===== config.mk =====
export PLATFORM = sky130hd
export DESIGN_NAME = byte_run_length_encoder_unit
export DESIGN_NICKNAME = d
export VERILOG_FILES = /design/src/hw/rtl/brle_pkg.sv /design/src/hw/rtl/brle_front.sv /design/src/hw/rtl/brle_cmd_fifo.sv /design/src/hw/rtl/brle_back.sv /design/src/hw/rtl/byte_run_length_encoder_unit.sv
export SDC_FILE = /design/constraint.sdc
export NUM_CORES = 2
export LEC_CHECK = 0
export BUFFER_PORTS_ARGS = -buffer_cell sky130_fd_sc_hd__clkbuf_2
export CAP_MARGIN = 40
export CORE_MARGIN = 3
export CORE_UTILIZATION = 30
export DETAILED_ROUTE_END_ITERATION = 8
export GPL_ROUTABILITY_DRIVEN = 0
export SYNTH_ARGS = -nofsm -noshare
export SYNTH_HDL_FRONTEND = slang
export SYNTH_HIERARCHICAL = 1
export SYNTH_SLANG_ARGS = --single-unit

===== constraint.sdc =====
create_clock -name clk -period 7.7 [get_ports clk]
set_clock_uncertainty 0.15 [all_clocks]
set_input_delay 0.77 -clock clk [delete_from_list [all_inputs] [get_ports clk]]
set_output_delay 0.77 -clock clk [all_outputs]
set_load 0.05 [all_outputs]

===== src/hw/rtl/brle_pkg.sv =====
`timescale 1ns / 1ps
// ----------------------------------------------------------------------------
// brle_pkg
// Shared constants and the command record passed from the front end to the
// back end of the byte run-length encoder.
// ----------------------------------------------------------------------------
package brle_pkg;

  localparam int MAX_RUN_DEF = 128;
  localparam int QDEPTH      = 4;
  localparam int CNT_W       = 8;   // holds any run length up to 128
  localparam int TOT_W       = 18;

  localparam logic [TOT_W-1:0] TOT_MAX  = '1;
  localparam logic [7:0]       REP_BASE = 8'h80;

  // One command per request that produces coded bytes or a store write.
  // A repeat run goes either before the literal run or after it.
  typedef struct packed {
    logic             rep_en;
    logic             rep_first;
    logic [7:0]       rep_hdr;
    logic [7:0]       rep_byte;
    logic             lit_en;
    logic [CNT_W-1:0] lit_len;
    logic             wr_en;
    logic [CNT_W-1:0] wr_idx;
    logic [7:0]       wr_data;
    logic             eos;
  } brle_cmd_t;

endpackage


===== src/hw/rtl/brle_front.sv =====
`timescale 1ns / 1ps
// ----------------------------------------------------------------------------
// brle_front
// Tracks the open run and turns accepted bytes that write the literal store or
// close a run into encoding commands.
module brle_front import brle_pkg::*; #(
  parameter int MAX_RUN = MAX_RUN_DEF
) (
  input  logic       clk,
  input  logic       rst_n,
  input  logic       in_accept,
  input  logic [7:0] in_byte,
  input  logic       in_end_of_stream,
  output logic       q_push,
  output brle_cmd_t  q_cmd
);

  localparam int LEN_W = $clog2(MAX_RUN + 1);
  localparam logic [LEN_W-1:0] RUN_LIM = LEN_W'(MAX_RUN);

  localparam logic [1:0] RUN_IDLE = 2'd0;
  localparam logic [1:0] RUN_REP  = 2'd1;
  localparam logic [1:0] RUN_LIT  = 2'd2;

  logic [7:0]       held_byte_r, held_byte_nxt;
  logic             held_valid_r, held_valid_nxt;
  logic [1:0]       mode_r, mode_nxt;
  logic [LEN_W-1:0] len_r, len_nxt;

  logic             match;
  logic             flush;
  logic [LEN_W-1:0] base_len;
  logic [LEN_W-1:0] new_len;
  brle_cmd_t        cmd;

  always_comb begin
    cmd            = '0;
    held_byte_nxt  = held_byte_r;
    held_valid_nxt = held_valid_r;
    mode_nxt       = mode_r;
    flush          = 1'b0;
    base_len       = len_r;
    new_len        = len_r;
    match          = held_valid_r && (in_byte == held_byte_r);
    cmd.eos        = in_end_of_stream;

    if (match) begin
      // literal of two or more gives up its last byte to the new repeat
      if (mode_r == RUN_LIT && len_r > LEN_W'(1)) begin
        cmd.lit_en  = 1'b1;
        cmd.lit_len = CNT_W'(len_r - LEN_W'(1));
        new_len     = LEN_W'(2);
      end else begin
        new_len = len_r + LEN_W'(1);
      end
      mode_nxt = RUN_REP;
      if (new_len >= RUN_LIM || in_end_of_stream) begin
        cmd.rep_en   = 1'b1;
        cmd.rep_hdr  = REP_BASE + CNT_W'(new_len) - 8'd1;
        cmd.rep_byte = in_byte;
        flush        = 1'b1;
      end
    end else begin
      if (mode_r == RUN_REP) begin
        cmd.rep_en    = 1'b1;
        cmd.rep_first = 1'b1;
        cmd.rep_hdr   = REP_BASE + CNT_W'(len_r) - 8'd1;
        cmd.rep_byte  = held_byte_r;
        base_len      = '0;
      end
      cmd.wr_en      = 1'b1;
      cmd.wr_idx     = CNT_W'(base_len);
      cmd.wr_data    = in_byte;
      new_len        = base_len + LEN_W'(1);
      mode_nxt       = RUN_LIT;
      held_byte_nxt  = in_byte;
      held_valid_nxt = 1'b1;
      if (new_len >= RUN_LIM || in_end_of_stream) begin
        cmd.lit_en  = 1'b1;
        cmd.lit_len = CNT_W'(new_len);
        flush       = 1'b1;
      end
    end

    if (flush) begin
      held_valid_nxt = 1'b0;
      mode_nxt       = RUN_IDLE;
      len_nxt        = '0;
    end else begin
      len_nxt = new_len;
    end
  end

  assign q_cmd  = cmd;
  assign q_push = in_accept && (cmd.wr_en || cmd.rep_en || cmd.lit_en);

  always_ff @(posedge clk) begin
    if (!rst_n) begin
      held_valid_r <= 1'b0;
      mode_r       <= RUN_IDLE;
      len_r        <= '0;
    end else if (in_accept) begin
      held_valid_r <= held_valid_nxt;
      mode_r       <= mode_nxt;
      len_r        <= len_nxt;
    end
  end

  always_ff @(posedge clk) begin
    if (in_accept) begin
      held_byte_r <= held_byte_nxt;
    end
  end

endmodule


===== src/hw/rtl/brle_cmd_fifo.sv =====
`timescale 1ns / 1ps
// ----------------------------------------------------------------------------
// brle_cmd_fifo
// Short command queue between the front end and the back end.
// ----------------------------------------------------------------------------
module brle_cmd_fifo import brle_pkg::*; #(
  parameter int DEPTH = QDEPTH
) (
  input  logic      clk,
  input  logic      rst_n,
  input  logic      wr_en,
  input  brle_cmd_t wr_cmd,
  input  logic      rd_en,
  output brle_cmd_t rd_cmd,
  output logic      full,
  output logic      empty
);

  localparam int AW = (DEPTH > 1) ? $clog2(DEPTH) : 1;
  localparam int CW = $clog2(DEPTH + 1);
  localparam logic [AW-1:0] LAST_PTR = AW'(DEPTH - 1);

  brle_cmd_t       entry_r [DEPTH];
  logic [AW-1:0]   wr_ptr_r, rd_ptr_r;
  logic [CW-1:0]   count_r, count_nxt;
  logic            do_wr, do_rd;

  assign full   = (count_r == CW'(DEPTH));
  assign empty  = (count_r == '0);
  assign do_wr  = wr_en && !full;
  assign do_rd  = rd_en && !empty;
  assign rd_cmd = entry_r[rd_ptr_r];

  always_comb begin
    count_nxt = count_r;
    if (do_wr && !do_rd) begin
      count_nxt = count_r + CW'(1);
    end else if (do_rd && !do_wr) begin
      count_nxt = count_r - CW'(1);
    end
  end

  always_ff @(posedge clk) begin
    if (!rst_n) begin
      wr_ptr_r <= '0;
      rd_ptr_r <= '0;
      count_r  <= '0;
    end else begin
      count_r <= count_nxt;
      if (do_wr) begin
        wr_ptr_r <= (wr_ptr_r == LAST_PTR) ? '0 : wr_ptr_r + AW'(1);
      end
      if (do_rd) begin
        rd_ptr_r <= (rd_ptr_r == LAST_PTR) ? '0 : rd_ptr_r + AW'(1);
      end
    end
  end

  always_ff @(posedge clk) begin
    if (do_wr) begin
      entry_r[wr_ptr_r] <= wr_cmd;
    end
  end

endmodule


===== src/hw/rtl/brle_back.sv =====
`timescale 1ns / 1ps
// ----------------------------------------------------------------------------
// brle_back
// Executes encoding commands: owns the literal store, sequences coded bytes
// one per cycle while the result register can take them, packs them up to four to a result and keeps the running total.
// ----------------------------------------------------------------------------
module brle_back import brle_pkg::*; #(
  parameter int MAX_RUN = MAX_RUN_DEF
) (
  input  logic             clk,
  input  logic             rst_n,
  input  logic             q_empty,
  input  brle_cmd_t        q_cmd,
  output logic             q_pop,
  input  logic             pop,
  output logic             empty,
  output logic [31:0]      out_bytes,
  output logic [2:0]       out_count,
  output logic             out_run_end,
  output logic             out_stream_done,
  output logic [TOT_W-1:0] out_total_length
);

  localparam int AW = $clog2(MAX_RUN);

  localparam logic [2:0] ST_IDLE  = 3'd0;
  localparam logic [2:0] ST_REP_H = 3'd1;
  localparam logic [2:0] ST_REP_D = 3'd2;
  localparam logic [2:0] ST_LIT_H = 3'd3;
  localparam logic [2:0] ST_LIT_D = 3'd4;

  logic [2:0]       state_r, state_nxt;
  brle_cmd_t        cmd_r;
  logic [CNT_W-1:0] lit_left_r;
  logic [AW-1:0]    rd_idx_r;
  logic [7:0]       rd_data_r;
  logic [7:0]       store_mem [MAX_RUN];

  logic [3:0][7:0]  acc_r;
  logic [1:0]       fill_r;
  logic [TOT_W-1:0] tot_r;

  logic             out_valid_r;
  logic [31:0]      out_bytes_r;
  logic [2:0]       out_count_r;
  logic             out_run_end_r;
  logic             out_done_r;
  logic [TOT_W-1:0] out_total_r;

  logic [7:0]       byte_v;
  logic             last_v;
  logic             byte_vld;
  logic             complete;
  logic             can_take;
  logic             take;
  logic             out_load;
  logic             rd_en;
  logic [31:0]      word_v;
  logic [2:0]       cnt_v;
  logic [TOT_W:0]   sum_v;
  logic [TOT_W-1:0] tot_sat;

  // current coded byte and whether it closes the command
  always_comb begin
    byte_v = '0;
    last_v = 1'b0;
    unique case (state_r)
      ST_REP_H: byte_v = cmd_r.rep_hdr;
      ST_REP_D: begin
        byte_v = cmd_r.rep_byte;
        last_v = !(cmd_r.rep_first && cmd_r.lit_en);
      end
      ST_LIT_H: byte_v = cmd_r.lit_len - 8'd1;
      ST_LIT_D: begin
        byte_v = rd_data_r;
        last_v = (lit_left_r == CNT_W'(1)) && !(cmd_r.rep_en && !cmd_r.rep_first);
      end
      default: ;
    endcase
  end

  assign byte_vld = (state_r != ST_IDLE);
  assign complete = (fill_r == 2'd3) || last_v;
  assign can_take = !complete || !out_valid_r || pop;
  assign take     = byte_vld && can_take;
  assign out_load = take && complete;
  assign rd_en    = take && ((state_r == ST_LIT_H) ||
                             (state_r == ST_LIT_D && lit_left_r > CNT_W'(1)));

  always_comb begin
    for (int i = 0; i < 4; i++) begin
      if (2'(i) < fill_r) begin
        word_v[31 - 8*i -: 8] = acc_r[i];
      end else if (2'(i) == fill_r) begin
        word_v[31 - 8*i -: 8] = byte_v;
      end else begin
        word_v[31 - 8*i -: 8] = '0;
      end
    end
  end

  assign cnt_v   = {1'b0, fill_r} + 3'd1;
  assign sum_v   = {1'b0, tot_r} + (TOT_W+1)'(cnt_v);
  assign tot_sat = sum_v[TOT_W] ? TOT_MAX : sum_v[TOT_W-1:0];

  always_comb begin
    state_nxt = state_r;
    q_pop     = 1'b0;
    unique case (state_r)
      ST_IDLE: begin
        if (!q_empty) begin
          q_pop = 1'b1;
          if (q_cmd.rep_en && q_cmd.rep_first) begin
            state_nxt = ST_REP_H;
          end else if (q_cmd.lit_en) begin
            state_nxt = ST_LIT_H;
          end else if (q_cmd.rep_en) begin
            state_nxt = ST_REP_H;
          end
        end
      end
      ST_REP_H: if (take) state_nxt = ST_REP_D;
      ST_REP_D: begin
        if (take) begin
          state_nxt = (cmd_r.rep_first && cmd_r.lit_en) ? ST_LIT_H : ST_IDLE;
        end
      end
      ST_LIT_H: if (take) state_nxt = ST_LIT_D;
      ST_LIT_D: begin
        if (take && lit_left_r == CNT_W'(1)) begin
          state_nxt = (cmd_r.rep_en && !cmd_r.rep_first) ? ST_REP_H : ST_IDLE;
        end
      end
      default: state_nxt = ST_IDLE;
    endcase
  end

  always_ff @(posedge clk) begin
    if (!rst_n) begin
      state_r     <= ST_IDLE;
      fill_r      <= '0;
      tot_r       <= '0;
      out_valid_r <= 1'b0;
    end else begin
      state_r <= state_nxt;
      if (out_load) begin
        out_valid_r <= 1'b1;
      end else if (pop) begin
        out_valid_r <= 1'b0;
      end
      if (take) begin
        fill_r <= complete ? 2'd0 : fill_r + 2'd1;
      end
      if (out_load) begin
        tot_r <= (last_v && cmd_r.eos) ? '0 : tot_sat;
      end else if (q_pop && q_cmd.eos && !q_cmd.rep_en && !q_cmd.lit_en) begin
        tot_r <= '0;
      end
    end
  end

  always_ff @(posedge clk) begin
    if (q_pop) begin
      cmd_r    <= q_cmd;
      rd_idx_r <= '0;
    end else if (rd_en) begin
      rd_idx_r <= rd_idx_r + AW'(1);
    end
    if (take && state_r == ST_LIT_H) begin
      lit_left_r <= cmd_r.lit_len;
    end else if (take && state_r == ST_LIT_D) begin
      lit_left_r <= lit_left_r - CNT_W'(1);
    end
    if (take && !complete) begin
      acc_r[fill_r] <= byte_v;
    end
    if (out_load) begin
      out_bytes_r   <= word_v;
      out_count_r   <= cnt_v;
      out_run_end_r <= last_v;
      out_done_r    <= cmd_r.eos;
      out_total_r   <= tot_sat;
    end
  end

  // literal store: written when a command is taken, read ahead of its bytes
  always_ff @(posedge clk) begin
    if (q_pop && q_cmd.wr_en) begin
      store_mem[q_cmd.wr_idx[AW-1:0]] <= q_cmd.wr_data;
    end
    if (rd_en) begin
      rd_data_r <= store_mem[rd_idx_r];
    end
  end

  assign empty            = !out_valid_r;
  assign out_bytes        = out_bytes_r;
  assign out_count        = out_count_r;
  assign out_run_end      = out_run_end_r;
  assign out_stream_done  = out_done_r;
  assign out_total_length = out_total_r;

  // every command ends on a result boundary
  a_idle_no_partial: assert property (@(posedge clk) disable iff (!rst_n)
    (state_r == ST_IDLE) |-> (fill_r == 2'd0))
    else $error("partial word left between commands");

  a_no_overwrite: assert property (@(posedge clk) disable iff (!rst_n)
    out_load |-> (!out_valid_r || pop))
    else $error("result register overwritten while waiting");

  a_count_range: assert property (@(posedge clk) disable iff (!rst_n)
    out_valid_r |-> (out_count_r != 3'd0 && out_count_r <= 3'd4))
    else $error("result byte count out of range");

  a_lit_left: assert property (@(posedge clk) disable iff (!rst_n)
    (state_r == ST_LIT_D) |-> (lit_left_r != '0))
    else $error("literal byte counter underflow");

endmodule


===== src/hw/rtl/byte_run_length_encoder_unit.sv =====
`timescale 1ns / 1ps
// ----------------------------------------------------------------------------
// byte_run_length_encoder_unit
// PackBits-style byte run-length encoder with four-byte result packing.
// ----------------------------------------------------------------------------
// Input channel: push / full with in_byte and in_end_of_stream; a request is
// taken on a clock edge with push high and full low. Result channel: empty /
// pop; the oldest result sits on out_* while empty is low and leaves on an
// edge with pop high. The front end accepts one byte per cycle while the
// queue is not full and queues a command whenever a byte writes the literal
// store or closes a run; bytes that only extend a repeat run cost nothing
// downstream. The back end takes a command from the queue while idle and
// then emits one coded byte per cycle while the receiver keeps up; results
// leave every fourth coded byte and on the last one. Sustained input rate is
// one byte per cycle while runs grow, the command queue absorbing short
// flushes.
// Reset clears run state, queue and running total; the literal store needs no
// clearing. A stalled receiver stops the back end, then fills the queue, and
// full rises.
// ----------------------------------------------------------------------------
module byte_run_length_encoder_unit import brle_pkg::*; #(
  parameter int MAX_RUN     = MAX_RUN_DEF,
  parameter int QUEUE_DEPTH = QDEPTH
) (
  input  logic             clk,
  input  logic             rst_n,
  input  logic             push,
  output logic             full,
  input  logic [7:0]       in_byte,
  input  logic             in_end_of_stream,
  output logic             empty,
  input  logic             pop,
  output logic [31:0]      out_bytes,
  output logic [2:0]       out_count,
  output logic             out_run_end,
  output logic             out_stream_done,
  output logic [TOT_W-1:0] out_total_length
);

  logic      q_full;
  logic      q_empty;
  logic      q_push;
  logic      q_pop;
  brle_cmd_t q_wr_cmd;
  brle_cmd_t q_rd_cmd;
  logic      in_accept;

  assign full      = q_full;
  assign in_accept = push && !q_full;

  brle_front #(
    .MAX_RUN (MAX_RUN)
  ) u_front (
    .clk              (clk),
    .rst_n            (rst_n),
    .in_accept        (in_accept),
    .in_byte          (in_byte),
    .in_end_of_stream (in_end_of_stream),
    .q_push           (q_push),
    .q_cmd            (q_wr_cmd)
  );

  brle_cmd_fifo #(
    .DEPTH (QUEUE_DEPTH)
  ) u_queue (
    .clk    (clk),
    .rst_n  (rst_n),
    .wr_en  (q_push),
    .wr_cmd (q_wr_cmd),
    .rd_en  (q_pop),
    .rd_cmd (q_rd_cmd),
    .full   (q_full),
    .empty  (q_empty)
  );

  brle_back #(
    .MAX_RUN (MAX_RUN)
  ) u_back (
    .clk              (clk),
    .rst_n            (rst_n),
    .q_empty          (q_empty),
    .q_cmd            (q_rd_cmd),
    .q_pop            (q_pop),
    .pop              (pop),
    .empty            (empty),
    .out_bytes        (out_bytes),
    .out_count        (out_count),
    .out_run_end      (out_run_end),
    .out_stream_done  (out_stream_done),
    .out_total_length (out_total_length)
  );

endmodule


==> impl.org <==
** Place
- After legalization and detailed placement, the total HPWL measured 87.1 mm.
- Count of input and output buffers :: 69
- Number of placed instances with taps included :: 5,452

** Detailed routing
- Violation count after the first detailed-route iteration :: 3,410
- The count of nets left with antenna violations once routing finished came out at 0.
- Post-DR vias/cell :: approximately 5.1
- Remaining design rule violation count :: 0
- Via count of the routed design :: 29,300
- Final wirelength :: 141 mm
- Routed len/inst :: 24.6 um
- Before antenna repair, the detailed router went through 5 iterations.

** Clocking
- Clock tree from TritonCTS :: done
- For this design, the sink count on the clock tree is roughly 1,400.
- In this run, post-CTS repair resized a total of 0 instances.
- After clock tree synthesis, the clock-pin slew on the worst setup and hold paths is 0.06 ns.
- Total of hold buffers inserted after clock tree synthesis :: 0
- In this run the number of H-tree levels came out at 4.
- At the later pin of the worst-skew pair, clock insertion delay measures approximately 0.78 ns.
- Clock tree synthesis selected as its root buffer the cell sky130_fd_sc_hd__clkbuf_16.
- Counting along the longest clock path gives a buffer depth of 3.
- Buffers inserted during clock tree synthesis total 145.
- Number of buffers added for setup after CTS :: 0

** Worst setup path
- Worst path arrival time :: 4.93 ns
- Walking the worst path, the cells encountered are or4_4, o41ai_4, o21ai_2, and3_1, a21boi_0, nor2b_1, ha_1, inv_1, fa_1, xor2_1, or3_1, a21boi_0.
- Capture instance of the worst register-to-register path :: u_queue/count_r[2]$_SDFFE_PN0P_
- For flop-to-flop paths, the worst setup slack is 3.31 ns.
- Largest fanout of any net on the critical path :: 13
- Data on the critical path is required at its endpoint by 8.24 ns.
- Library cell appearing most often on the critical path :: sky130_fd_sc_hd__a21boi_0
- Critical register-to-register path startpoint :: u_front/len_r[4]$_SDFFE_PN0P_
- Crit Path Category :: flip-flop to flip-flop
- The slowest stage of the critical path is the sky130_fd_sc_hd__o41ai_4 cell.
- Crit-path max cell delay :: 0.75 ns
- Kind of cell adding the most delay to the critical path :: simple AND/OR/NAND/NOR gates
- Counting cells, the worst reg-to-reg path comes to 12.
- STA classifies the critical path startpoint as a flip-flop.
- The number of buffers and inverters on the critical path is 1.
- Crit path capture type :: flip-flop

** Final layout
- Compared with the post-synthesis result, the final layout area differs by 14.5%.
- The post-route netlist has 20.7% of its cells at a drive strength greater than 1.
- Fill cells in the final layout number 17,100.
- Count of nets after finishing :: 3,174
- Antenna fix cells :: 0
- Final instance count without filler cells :: 5,714

** Pwr
- The design draws between 20,000 and 25,000 uW.
- Total leakage power :: 0.0194 uW
- The internal portion of the total power is roughly 15,000 uW.
- Combinational cells account for around 18% of the total power.
- Switching Fraction :: 27.9%
- P_sw :: 5700 uW
- Largest vdd supply drop :: 0.000175 V
- For this design the ratio of total power to cell area is about 320 nW/um2.
- The share of total power dissipated in sequential elements is 47.5%.
- The share of total power dissipated in the clock network is between 30% and 40%.

** Logic synthesis
- The synthesized netlist occupies a cell area of about 56,000 um2.
- Synthesis warning total :: 6
- Number of nets produced by synthesis :: 3,052
- Counting every instance in the synthesized netlist gives 3,014.
- A synthesized cell averages 18.5 um2.

** GRT
- Initial antenna violation count :: 3
- Grt ovf :: 0
- The first global-routing pass estimated 205 mm of wire.
- Across every metal layer, demand over resource in global routing totals between 10% and 20%.
- Via count of the first global-routing pass :: 29,000
- Entering global routing, the biggest net connects 109 pins.

** Min path
- The worst hold path begins at in_byte[6].
- WHS Endpoint :: u_front/held_byte_r[6]$_DFFE_PP_
- Worst min-delay path class :: primary input to flip-flop
- Counting instances, the worst hold path has a depth of 1.

** Timing
- The number of failing hold endpoints at the final stage was 0.
- The count of pins over their slew limit came to 0.
- Crit path time final :: 4.39 ns
- Headroom to the max-slew limit came out at 37.7%.
- In the finished design, the share of the clock period the worst path needs comes to a little under three fifths.
- Final setup violation count :: 0
- Setup repair after global routing left no endpoint under its margin.
- Adding up every negative setup slack in the final design gives 0 ns.
- For the pin with the worst max-slew slack, the measured transition is approximately 0.93 ns.
- Derived from the worst setup path, the maximum achievable clock frequency is 228 MHz.

** Die
- Die area :: roughly 190,000 um2
- The floorplan has 157 rows.
- Chip height :: between 400 and 500 um
- For this design the top-level I/O count stands at 70.
- Effective utilization at floorplan :: 30.3%
- In this run the horizontal extent of the chip is 437 um.
- Area of the placeable core :: 184,000 um2

** Outcome
- The run finished with clean final reports.

** Flow run
- Across the run, the number of max-cap violations was 0.
[cell type report]
type | instances | area, um2 | share of cell area (%)
clock inverters | 83 | 948 | 1.49
multi-input cells | 1427 | 13600 | 21.3
flip-flops and latches | 1382 | 41000 | 64.4
repair buffers | 139 | 1090 | 1.71
well taps | 2464 | 3080 | 4.84
inverters | 41 | 154 | 0.242
clock buffers | 178 | 3870 | 6.07
[worst max-delay path by stage]
stage	startpoint	endpoint	depth (start not counted)
global route	u_front/len_r[4]$_SDFFE_PN0P_	u_queue/count_r[2]$_SDFFE_PN0P_	12
floorplan	u_front/len_r[6]$_SDFFE_PN0P_	u_queue/entry_r[0][0]$_DFFE_PP_	9
CTS	u_front/len_r[4]$_SDFFE_PN0P_	u_queue/count_r[2]$_SDFFE_PN0P_	12
detailed placement	u_front/len_r[4]$_SDFFE_PN0P_	u_queue/count_r[2]$_SDFFE_PN0P_	12
finish	u_front/len_r[4]$_SDFFE_PN0P_	u_queue/count_r[2]$_SDFFE_PN0P_	12
global placement	u_front/len_r[4]$_SDFFE_PN0P_	u_queue/count_r[2]$_SDFFE_PN0P_	12
[cell usage in the layout (no fill, tap or decap), types with 34 or more instances in the layout]
master	instances
sky130_fd_sc_hd__edfxtp_1	1331
sky130_fd_sc_hd__mux4_2	239
sky130_fd_sc_hd__nor2_1	189
sky130_fd_sc_hd__clkbuf_16	150
sky130_fd_sc_hd__mux2i_1	131
sky130_fd_sc_hd__nand2_1	106
sky130_fd_sc_hd__nand3_1	80
sky130_fd_sc_hd__clkbuf_2	70
sky130_fd_sc_hd__a21oi_1	65
sky130_fd_sc_hd__buf_4	48
sky130_fd_sc_hd__dfxtp_1	44
sky130_fd_sc_hd__o21ai_0	39
sky130_fd_sc_hd__a22oi_1	37
sky130_fd_sc_hd__inv_1	34
sky130_fd_sc_hd__nor2b_1	34
sky130_fd_sc_hd__mux2_2	34
[power by group through the flow]
stage          Sequential (uW)  Combinational (uW)  Clock [uW]
2_1_floorplan             9890                2180           0
3_3_place_gp              9870                3570           0
3_5_place_dp              9880                3720           0
4_1_cts                   9720                3710        7220
5_1_grt                   9750                3920        7540
6_report                  9720                3660        7060
[flip-flops by register name, summed over array words and instances, names as in the netlist, named ones only]
register / count
u_front/len_r: 8
u_back/state_r: 3
u_queue/wr_ptr_r: 2
u_back/acc_r: 24
u_back/lit_left_r: 8
u_back/out_run_end: 1
u_back/rd_data_r: 8
u_back/out_total_length: 18
u_front/held_valid_r: 1
u_queue/count_r: 3
u_back/out_valid_r: 1
u_queue/entry_r: 176
u_back/tot_r: 18
u_back/out_count: 3
u_front/held_byte_r: 8
u_back/rd_idx_r: 7
u_queue/rd_ptr_r: 2
u_back/fill_r: 2
u_back/out_bytes: 32
u_front/mode_r: 2
u_back/store_mem: 1024
u_back/out_stream_done: 1
u_back/cmd_r: 28
[per-layer routing]
metal  up-vias  global-route usage (%)  part of all wire, %
met2      1198                    21.8                   46
met5         -                       0                0.019
li1      12500                       -                    -
met1     15300                    20.4                   43
met4         4                    5.37                  3.3
met3       253                    3.42                  7.9
[through the flow]
stage / utilization [%] / worst slack, ns / hold WS [ns] / instance area (um2)
floorplan: - / 4.03 / 0.302 / 55600
global placement: 31.9 / 3.32 / 0.307 / 58500
detailed placement: 32.1 / 3.35 / 0.319 / 58900
CTS: 34.7 / 3.33 / 0.0427 / 63700
global route: 34.7 / 2.86 / 0.0818 / 63700
finish: 34.7 / 3.31 / 0.109 / 63700
[worst reg2reg max path, cell delays in order, from the launching register on]
cell and delay (ns):
sky130_fd_sc_hd__dfxtp_1 0.43, sky130_fd_sc_hd__or4_4 0.61, sky130_fd_sc_hd__o41ai_4 0.75, sky130_fd_sc_hd__o21ai_2 0.17, sky130_fd_sc_hd__and3_1 0.27, sky130_fd_sc_hd__a21boi_0 0.17
sky130_fd_sc_hd__nor2b_1 0.42, sky130_fd_sc_hd__ha_1 0.27, sky130_fd_sc_hd__inv_1 0.07, sky130_fd_sc_hd__fa_1 0.37, sky130_fd_sc_hd__xor2_1 0.16, sky130_fd_sc_hd__or3_1 0.30
sky130_fd_sc_hd__a21boi_0 0.18
Power figures use the tool's default switching activity.
